$ cat src/rtl/csazr_pkg.sv
// Package for the color standard auto-zero and rescale block.
// Holds sizes, function codes and the sequencer state type; depends on nothing.
package csazr_pkg;

    localparam int NUM_STANDARDS = 8;
    localparam int NSTD_SLOTS    = NUM_STANDARDS - 1;
    localparam int SLOT_AW       = (NSTD_SLOTS > 1) ? $clog2(NSTD_SLOTS) : 1;

    localparam int NCH       = 4;
    localparam int CH_AW     = 2;
    localparam int CH_W      = 16;
    localparam int ROW_W     = NCH * CH_W;
    localparam int IDX_W     = 3;
    localparam int FUNC_W    = 2;
    localparam int GAIN_W    = 32;
    localparam int PROD_W    = CH_W + GAIN_W;
    localparam int DIV_STEPS = GAIN_W;
    localparam int CNT_W     = $clog2(DIV_STEPS);

    localparam logic [FUNC_W-1:0] FUNC_WRITE  = 2'd0;
    localparam logic [FUNC_W-1:0] FUNC_ADJUST = 2'd1;
    localparam logic [FUNC_W-1:0] FUNC_READ   = 2'd2;

    localparam logic [CH_AW-1:0] CH_GREEN = 2'd1;
    localparam logic [CH_AW-1:0] CH_BLUE  = 2'd2;
    localparam logic [CH_AW-1:0] CH_LAST  = 2'd3;

    typedef enum logic [3:0] {
        ST_IDLE,
        ST_DECODE,
        ST_RD_WAIT,
        ST_CH_START,
        ST_DIV,
        ST_GAIN,
        ST_SC_RD,
        ST_SC_MUL,
        ST_SC_WR,
        ST_NEXT_CH,
        ST_FINISH
    } state_t;

endpackage

$ cat src/rtl/csazr_ram.sv
// Generic single-write, single-read RAM with a registered read port.
// Stand-alone; used for the standards table.
module csazr_ram #(
    parameter int WIDTH = 64,
    parameter int DEPTH = 7,
    parameter int AW    = (DEPTH > 1) ? $clog2(DEPTH) : 1
) (
    input  logic             clk,
    input  logic             we,
    input  logic [AW-1:0]    waddr,
    input  logic [WIDTH-1:0] wdata,
    input  logic [AW-1:0]    raddr,
    output logic [WIDTH-1:0] rdata
);

    logic [WIDTH-1:0] mem [DEPTH];
    logic [WIDTH-1:0] rdata_reg;

    always_ff @(posedge clk) begin
        if (we) begin
            mem[waddr] <= wdata;
        end
        rdata_reg <= mem[raddr];
    end

    assign rdata = rdata_reg;

endmodule

$ cat src/rtl/color_standard_auto_zero_rescale.sv
// An auto-zero request steps through the channels in turn: a channel with a zero reference
// is flagged and left unscaled; otherwise a bit-per-cycle restoring divider forms its gain and
// one shared 16x32 multiplier rescales the standards one RAM row at a time. One request is
// in work at a time; s_ready is high only while idle. Reset (aresetn low, synchronous) clears
// the references to zero; the standards table is not cleared and holds unknown data until
// written.
module color_standard_auto_zero_rescale
    import csazr_pkg::*;
(
    input  logic                aclk,
    input  logic                aresetn,

    input  logic                s_valid,
    output logic                s_ready,
    input  logic [FUNC_W-1:0]   s_func,
    input  logic [IDX_W-1:0]    s_entry_index,
    input  logic [CH_W-1:0]     s_red_value,
    input  logic [CH_W-1:0]     s_green_value,
    input  logic [CH_W-1:0]     s_blue_value,
    input  logic [CH_W-1:0]     s_clear_value,

    output logic                m_valid,
    input  logic                m_ready,
    output logic [CH_W-1:0]     m_red_out,
    output logic [CH_W-1:0]     m_green_out,
    output logic [CH_W-1:0]     m_blue_out,
    output logic [CH_W-1:0]     m_clear_out,
    output logic [GAIN_W-1:0]   m_mean_gain,
    output logic [NCH-1:0]      m_zero_ref_flags
);

    state_t state_reg, state_next;

    logic [FUNC_W-1:0]  func_reg, func_next;
    logic [IDX_W-1:0]   idx_reg, idx_next;
    logic [CH_W-1:0]    val_reg [NCH];
    logic [CH_W-1:0]    val_next [NCH];
    logic [CH_W-1:0]    ref_reg [NCH];
    logic [CH_W-1:0]    ref_next [NCH];
    logic [CH_W-1:0]    res_reg [NCH];
    logic [CH_W-1:0]    res_next [NCH];
    logic [NCH-1:0]     flags_reg, flags_next;
    logic [GAIN_W:0]    sum_reg, sum_next;

    logic [CH_AW-1:0]   ch_reg, ch_next;
    logic [SLOT_AW-1:0] k_reg, k_next;
    logic [CNT_W-1:0]   cnt_reg, cnt_next;
    logic [CH_W-1:0]    rem_reg, rem_next;
    logic [GAIN_W-1:0]  dq_reg, dq_next;
    logic [PROD_W-1:0]  prod_reg, prod_next;
    logic [ROW_W-1:0]   row_reg, row_next;

    logic               m_valid_reg, m_valid_next;
    logic [CH_W-1:0]    mout_reg [NCH];
    logic [CH_W-1:0]    mout_next [NCH];
    logic [GAIN_W-1:0]  mgain_reg, mgain_next;
    logic [NCH-1:0]     mflags_reg, mflags_next;

    logic               ram_we;
    logic [SLOT_AW-1:0] ram_waddr, ram_raddr;
    logic [ROW_W-1:0]   ram_wdata, ram_rdata;

    logic [IDX_W-1:0]   idx_m1;
    logic [SLOT_AW-1:0] idx_slot;
    logic               idx_in_range;
    logic [CH_W:0]      trial;
    logic [CH_W:0]      divisor;
    logic               trial_ge;
    logic [CH_W-1:0]    scaled;
    logic [ROW_W-1:0]   row_vals;

    csazr_ram #(
        .WIDTH (ROW_W),
        .DEPTH (NSTD_SLOTS),
        .AW    (SLOT_AW)
    ) u_std_ram (
        .clk   (aclk),
        .we    (ram_we),
        .waddr (ram_waddr),
        .wdata (ram_wdata),
        .raddr (ram_raddr),
        .rdata (ram_rdata)
    );

    // Entry 0 is the reference; standards live at RAM address index minus one.
    assign idx_m1       = idx_reg - IDX_W'(1);
    assign idx_slot     = SLOT_AW'(idx_m1);
    assign idx_in_range = (32'(idx_reg) < NUM_STANDARDS);

    // One restoring division step: shift in the next dividend bit, subtract if it fits.
    assign divisor  = {1'b0, ref_reg[ch_reg]};
    assign trial    = {rem_reg, dq_reg[GAIN_W-1]};
    assign trial_ge = (trial >= divisor);

    assign scaled = (|prod_reg[PROD_W-1:GAIN_W]) ? {CH_W{1'b1}} : prod_reg[GAIN_W-1:CH_W];

    always_comb begin
        for (int c = 0; c < NCH; c++) begin
            row_vals[c*CH_W +: CH_W] = val_reg[c];
        end
    end

    always_ff @(posedge aclk) begin
        if (!aresetn) begin
            state_reg   <= ST_IDLE;
            m_valid_reg <= 1'b0;
            for (int c = 0; c < NCH; c++) begin
                ref_reg[c] <= '0;
            end
        end else begin
            state_reg   <= state_next;
            m_valid_reg <= m_valid_next;
            for (int c = 0; c < NCH; c++) begin
                ref_reg[c] <= ref_next[c];
            end
        end
        func_reg   <= func_next;
        idx_reg    <= idx_next;
        flags_reg  <= flags_next;
        sum_reg    <= sum_next;
        ch_reg     <= ch_next;
        k_reg      <= k_next;
        cnt_reg    <= cnt_next;
        rem_reg    <= rem_next;
        dq_reg     <= dq_next;
        prod_reg   <= prod_next;
        row_reg    <= row_next;
        mgain_reg  <= mgain_next;
        mflags_reg <= mflags_next;
        for (int c = 0; c < NCH; c++) begin
            val_reg[c]  <= val_next[c];
            res_reg[c]  <= res_next[c];
            mout_reg[c] <= mout_next[c];
        end
    end

    always_comb begin
        state_next   = state_reg;
        func_next    = func_reg;
        idx_next     = idx_reg;
        flags_next   = flags_reg;
        sum_next     = sum_reg;
        ch_next      = ch_reg;
        k_next       = k_reg;
        cnt_next     = cnt_reg;
        rem_next     = rem_reg;
        dq_next      = dq_reg;
        prod_next    = prod_reg;
        row_next     = row_reg;
        mgain_next   = mgain_reg;
        mflags_next  = mflags_reg;
        m_valid_next = m_valid_reg;
        for (int c = 0; c < NCH; c++) begin
            val_next[c]  = val_reg[c];
            ref_next[c]  = ref_reg[c];
            res_next[c]  = res_reg[c];
            mout_next[c] = mout_reg[c];
        end
        ram_we    = 1'b0;
        ram_waddr = k_reg;
        ram_wdata = row_vals;
        ram_raddr = k_reg;

        if (m_valid_reg && m_ready) begin
            m_valid_next = 1'b0;
        end

        unique case (state_reg)
            ST_IDLE: begin
                if (s_valid) begin
                    func_next   = s_func;
                    idx_next    = s_entry_index;
                    val_next[0] = s_red_value;
                    val_next[1] = s_green_value;
                    val_next[2] = s_blue_value;
                    val_next[3] = s_clear_value;
                    state_next  = ST_DECODE;
                end
            end

            ST_DECODE: begin
                flags_next = '0;
                sum_next   = '0;
                for (int c = 0; c < NCH; c++) begin
                    res_next[c] = '0;
                end
                state_next = ST_FINISH;
                unique case (func_reg)
                    FUNC_WRITE: begin
                        if (idx_reg == '0) begin
                            for (int c = 0; c < NCH; c++) begin
                                ref_next[c] = val_reg[c];
                                res_next[c] = val_reg[c];
                            end
                        end else if (idx_in_range) begin
                            ram_we    = 1'b1;
                            ram_waddr = idx_slot;
                            ram_wdata = row_vals;
                            for (int c = 0; c < NCH; c++) begin
                                res_next[c] = val_reg[c];
                            end
                        end
                    end
                    FUNC_READ: begin
                        if (idx_reg == '0) begin
                            for (int c = 0; c < NCH; c++) begin
                                res_next[c] = ref_reg[c];
                            end
                        end else if (idx_in_range) begin
                            ram_raddr  = idx_slot;
                            state_next = ST_RD_WAIT;
                        end
                    end
                    FUNC_ADJUST: begin
                        for (int c = 0; c < NCH; c++) begin
                            res_next[c] = val_reg[c];
                        end
                        ch_next    = '0;
                        state_next = ST_CH_START;
                    end
                    default: begin
                    end
                endcase
            end

            ST_RD_WAIT: begin
                for (int c = 0; c < NCH; c++) begin
                    res_next[c] = ram_rdata[c*CH_W +: CH_W];
                end
                state_next = ST_FINISH;
            end

            ST_CH_START: begin
                if (ref_reg[ch_reg] == '0) begin
                    // No gain can be formed; the standards of this channel stay as they are.
                    flags_next[ch_reg] = 1'b1;
                    ref_next[ch_reg]   = val_reg[ch_reg];
                    state_next         = ST_NEXT_CH;
                end else begin
                    rem_next   = '0;
                    dq_next    = {val_reg[ch_reg], {CH_W{1'b0}}};
                    cnt_next   = '0;
                    state_next = ST_DIV;
                end
            end

            ST_DIV: begin
                if (trial_ge) begin
                    rem_next = CH_W'(trial - divisor);
                end else begin
                    rem_next = trial[CH_W-1:0];
                end
                dq_next  = {dq_reg[GAIN_W-2:0], trial_ge};
                cnt_next = cnt_reg + CNT_W'(1);
                if (cnt_reg == CNT_W'(DIV_STEPS - 1)) begin
                    state_next = ST_GAIN;
                end
            end

            ST_GAIN: begin
                // The quotient now sits in dq_reg and serves as the gain for this channel.
                if (ch_reg == CH_GREEN || ch_reg == CH_BLUE) begin
                    sum_next = sum_reg + {1'b0, dq_reg};
                end
                ref_next[ch_reg] = val_reg[ch_reg];
                k_next           = '0;
                state_next       = ST_SC_RD;
            end

            ST_SC_RD: begin
                ram_raddr  = k_reg;
                state_next = ST_SC_MUL;
            end

            ST_SC_MUL: begin
                row_next   = ram_rdata;
                prod_next  = PROD_W'(ram_rdata[ch_reg*CH_W +: CH_W]) * PROD_W'(dq_reg);
                state_next = ST_SC_WR;
            end

            ST_SC_WR: begin
                ram_we    = 1'b1;
                ram_waddr = k_reg;
                ram_wdata = row_reg;
                ram_wdata[ch_reg*CH_W +: CH_W] = scaled;
                if (k_reg == SLOT_AW'(NSTD_SLOTS - 1)) begin
                    state_next = ST_NEXT_CH;
                end else begin
                    k_next     = k_reg + SLOT_AW'(1);
                    state_next = ST_SC_RD;
                end
            end

            ST_NEXT_CH: begin
                if (ch_reg == CH_LAST) begin
                    state_next = ST_FINISH;
                end else begin
                    ch_next    = ch_reg + CH_AW'(1);
                    state_next = ST_CH_START;
                end
            end

            ST_FINISH: begin
                // Wait until the output register is free, then hand the result over.
                if (!m_valid_reg || m_ready) begin
                    for (int c = 0; c < NCH; c++) begin
                        mout_next[c] = res_reg[c];
                    end
                    mgain_next   = sum_reg[GAIN_W:1];
                    mflags_next  = flags_reg;
                    m_valid_next = 1'b1;
                    state_next   = ST_IDLE;
                end
            end

            default: begin
                state_next = ST_IDLE;
            end
        endcase
    end

    assign s_ready          = (state_reg == ST_IDLE);
    assign m_valid          = m_valid_reg;
    assign m_red_out        = mout_reg[0];
    assign m_green_out      = mout_reg[1];
    assign m_blue_out       = mout_reg[2];
    assign m_clear_out      = mout_reg[3];
    assign m_mean_gain      = mgain_reg;
    assign m_zero_ref_flags = mflags_reg;

    // A new request is never taken in the cycle right after one was accepted.
    a_one_in_work: assert property (@(posedge aclk) disable iff (!aresetn)
        (s_valid && s_ready) |=> !s_ready)
        else $error("request accepted while another is in work");

    // The divider only runs against a nonzero reference, and its remainder stays below it.
    a_div_nonzero: assert property (@(posedge aclk) disable iff (!aresetn)
        (state_reg == ST_DIV) |-> (ref_reg[ch_reg] != '0 && rem_reg < ref_reg[ch_reg]))
        else $error("divider running with bad divisor or remainder");

    // The table is written only on a write request or while rescaling.
    a_ram_write_src: assert property (@(posedge aclk) disable iff (!aresetn)
        ram_we |-> (state_reg == ST_DECODE || state_reg == ST_SC_WR))
        else $error("standards table written outside write or rescale");

    // With both green and blue references zero there is no gain to average.
    a_mean_zero: assert property (@(posedge aclk) disable iff (!aresetn)
        (m_valid && m_zero_ref_flags[1] && m_zero_ref_flags[2]) |-> (m_mean_gain == '0))
        else $error("mean gain nonzero without green or blue gain");

    // A result is loaded only when the output register is free or being emptied.
    a_no_overwrite: assert property (@(posedge aclk) disable iff (!aresetn)
        (state_reg == ST_FINISH && m_valid_reg && !m_ready) |=> (state_reg == ST_FINISH))
        else $error("pending result overwritten");

endmodule
$ cat config.mk
export PLATFORM = sky130hd
export DESIGN_NAME = color_standard_auto_zero_rescale
export DESIGN_NICKNAME = d
export VERILOG_FILES = /design/src/rtl/csazr_pkg.sv /design/src/rtl/csazr_ram.sv /design/src/rtl/color_standard_auto_zero_rescale.sv
export SDC_FILE = /design/constraint.sdc
export NUM_CORES = 2
export LEC_CHECK = 0
export BUFFER_PORTS_ARGS = -buffer_cell sky130_fd_sc_hd__buf_4
export CORE_UTILIZATION = 50
export DETAILED_ROUTE_END_ITERATION = 7
export GPL_ROUTABILITY_DRIVEN = 0
export PLACE_DENSITY = 0.66
export SLEW_MARGIN = 25
export SYNTH_ARGS = -nofsm -noshare
export SYNTH_HDL_FRONTEND = slang
export SYNTH_HIERARCHICAL = 1
export SYNTH_SLANG_ARGS = --single-unit
export TNS_END_PERCENT = 10
$ cat constraint.sdc
create_clock -name aclk -period 10.2 [get_ports aclk]
set_input_delay 1.02 -clock aclk [delete_from_list [all_inputs] [get_ports aclk]]
set_output_delay 1.02 -clock aclk [all_outputs]
set_load 0.02 [all_outputs]
==> flow_summary.toml <==
[clock_tree]
post_cts_resize_count = 0
cts_max_path_buffers = 3
htree_levels = 3
cts_made_buffers = 105
postCtsSetupBuffers = 0
clk_latency_ps = 720
cts-root-buf = "clkbuf_16"
clk_pin_slew_worst_paths_ps = 60
tritoncts = "yes"
numClockSinks = 1007
postCtsHoldBufs = 0

[critical_path]
crit_arrival_ps = 9100
crit_buf_inv = 3
worstPathCellList = "buf_4 > mux4_2 > and2_1 > fa_1 > inv_1 > fa_1 > inv_1 > fa_1 > fa_1 > fa_1 > fa_1 > ha_1 > a21oi_1 > o21ai_0 > a2111oi_0 > o31ai_1 > o21ai_1 > o21ai_1 > a21o_1 > a21o_1 > a21oi_1 > xnor2_1"
cp.required_ps = 10640
start_kind = "flip-flop"
path_max_fanout = 32
critPathTopFamily = "adder cells"
cpMostUsedCell = "fa_1"
reg2regPathDepth = 22
cp-endpoint = "prod_reg[41]"
startpoint = "ch_reg[0]"
r2r-end = "prod_reg[41]"
reg2reg_slack_ps = 1540
max_stage_delay_ps = 910
r2r_start = "ch_reg[0]"
worst_path_max_delay_cell = "mux4_2"
critPathCaptureType = "flip-flop"
crit_cells = 22
worstSetupPathType = "flip-flop to flip-flop"

[synthesis]
synthCells = 4671
synth_edf_count = 872
syn_avg_cell_area_um2 = 12.5
yosysWarnings = 6
synthArstFlopShare = 0
synth_area_mm2 = 0.0586
ys_seq_area_frac = 0.493
ys_ff_latch = 1007
syn_nets = 5342
ys_types = 80
synthFlopType = "edfxtp_1"

[timing]
fmax_mhz = 116
finClkSkew_ps = 36.3
fin_setup_tns_ps = 0
grt_setup_unrepaired = "false"
setup_viol = 0
fin_crit_sh = 0.849
slew_violations = 0
worst_pin_slew_ps = 1180
holdWs_ps = 409
period_minus_slack_ps = 8660
slew-limit-headroom = 0.213
hold_viol_final = 0

[die]
start_util = 0.504
num_rows = 125
core_mm2 = 0.116
ios = 175
die_w_um = 344
die_h_um = 344
dieArea_mm2 = 0.119

[cells_and_area]
drive_above_1_share = 0.142
seq_area_mm2 = 0.0289
multiInputGateArea_mm2 = 0.0268
syn2layout_area_growth_pct = 10.7
largest_register = "u_std_ram/mem"
largest_reg_flops = 448
fillers = 9514
final_area_mm2 = 0.0649
final_nets = 5426
layout_common_cells = "edfxtp_1, nand2_1, inv_1, fa_1, nor2_1"
mostFrequentLayoutCell = "edfxtp_1"

[detailed_routing]
drtIter0Drc = 3804
postRouteAntennaNets = 0
wl_um = 165000
wl_per_cell_um = 25.9
drt-pass1-iter-count = 6
vias_per_cell = 5.94
drc = 0
dr_total_vias = 37846

[grt]
grt_pass1_vias = 38220
antenna_found_initial = 4
grt_pass1_wl_um = 247000
overflow = 0
grt_max_degree = 134
track_usage = 0.284

[placement]
placed_cell_area_mm2 = 0.0612
dp_hpwl_um = 113000
portBuffers = 174

[hold_path]
hp-class = "flip-flop to flip-flop"

[outcome]
status = "finished clean"

[flow_run]
maxCapViolations = 0
cells in the mapped netlist, types with 24 or more instances:
master      n  share of area
ha_1      179          0.038
a21oi_1   134          0.011
xnor2_1    40         0.0060
o211ai_2   61          0.013
nor3_1     36         0.0031
nor2b_1    91         0.0097
o221ai_2   60          0.015
a21o_1     32         0.0041
a221oi_1   65         0.0097
xor2_1     24         0.0036
edfxtp_1  872           0.45
mux2_4     60          0.015
a22oi_1    66         0.0085
fa_1      419           0.14
nand2b_1   82         0.0088
o211a_1    64          0.011
buf_2      27         0.0023
clkbuf_1  178          0.011
mux2i_1   137          0.023
inv_1     478          0.031
and3_1     28         0.0030
and2_1    211          0.023
nand2_1   538          0.034
o21ai_0   113         0.0096
mux4_2     41          0.016
nor2_1    238          0.015
dfxtp_1   135          0.046
worst min path at each step:
stage / from / to / slack [ps] / cells past startpoint
3_5_place_dp: res_reg[1][8] / mout_reg[1][8] / 400 / 0
5_1_grt: res_reg[2][11] / mout_reg[2][11] / 410 / 0
6_report: res_reg[2][11] / mout_reg[2][11] / 410 / 0
3_3_place_gp: res_reg[1][2] / mout_reg[1][2] / 400 / 0
2_1_floorplan: res_reg[0][0] / mout_reg[0][0] / 400 / 0
4_1_cts: res_reg[2][11] / mout_reg[2][11] / 410 / 0
cell families (layout without fill, tap and decap cells):
family	count (synthesis)	count (layout)	synth area share
DFF	1007	1007	0.493
adders and majority gates	598	598	0.181
xor gates and xnor gates	64	64	0.00956
buffers and inverters	734	910	0.0529
AOI/OAI and AO/OA	702	702	0.0976
muxes	250	250	0.0586
other	0	2	0
and+or+nand+nor	1316	1316	0.107
per-stage QoR:
stage / util / worst slack, ps / instances
global placement: 0.526 / 1730 / 6168
detailed placement: 0.527 / 1550 / 6171
floorplan: - / 1670 / 4671
finish: 0.558 / 1540 / 6373
global route: 0.558 / 1140 / 6371
CTS: 0.558 / 1520 / 6370
per-layer routing:
| layer | track usage | part of all wire |
|---|---|---|
| met5 | 0 | 0.000054 |
| met4 | 0.148 | 0.058 |
| met3 | 0.0551 | 0.086 |
| met2 | 0.449 | 0.46 |
| met1 | 0.373 | 0.39 |
final cells by class:
| cell class | instances | area share |
|---|---|---|
| antenna | 2 | 0.0000772 |
| clock buffer | 145 | 0.0452 |
| clock inverter | 54 | 0.0106 |
| inverter | 480 | 0.0278 |
| multi-input combinational | 2930 | 0.413 |
| sequential | 1007 | 0.445 |
| tap | 1524 | 0.0294 |
| timing repair buffer | 231 | 0.0282 |
Power is left out: the tool's default activity adds up to more than one toggle a clock period on the data nets, which glitch-free logic cannot reach.
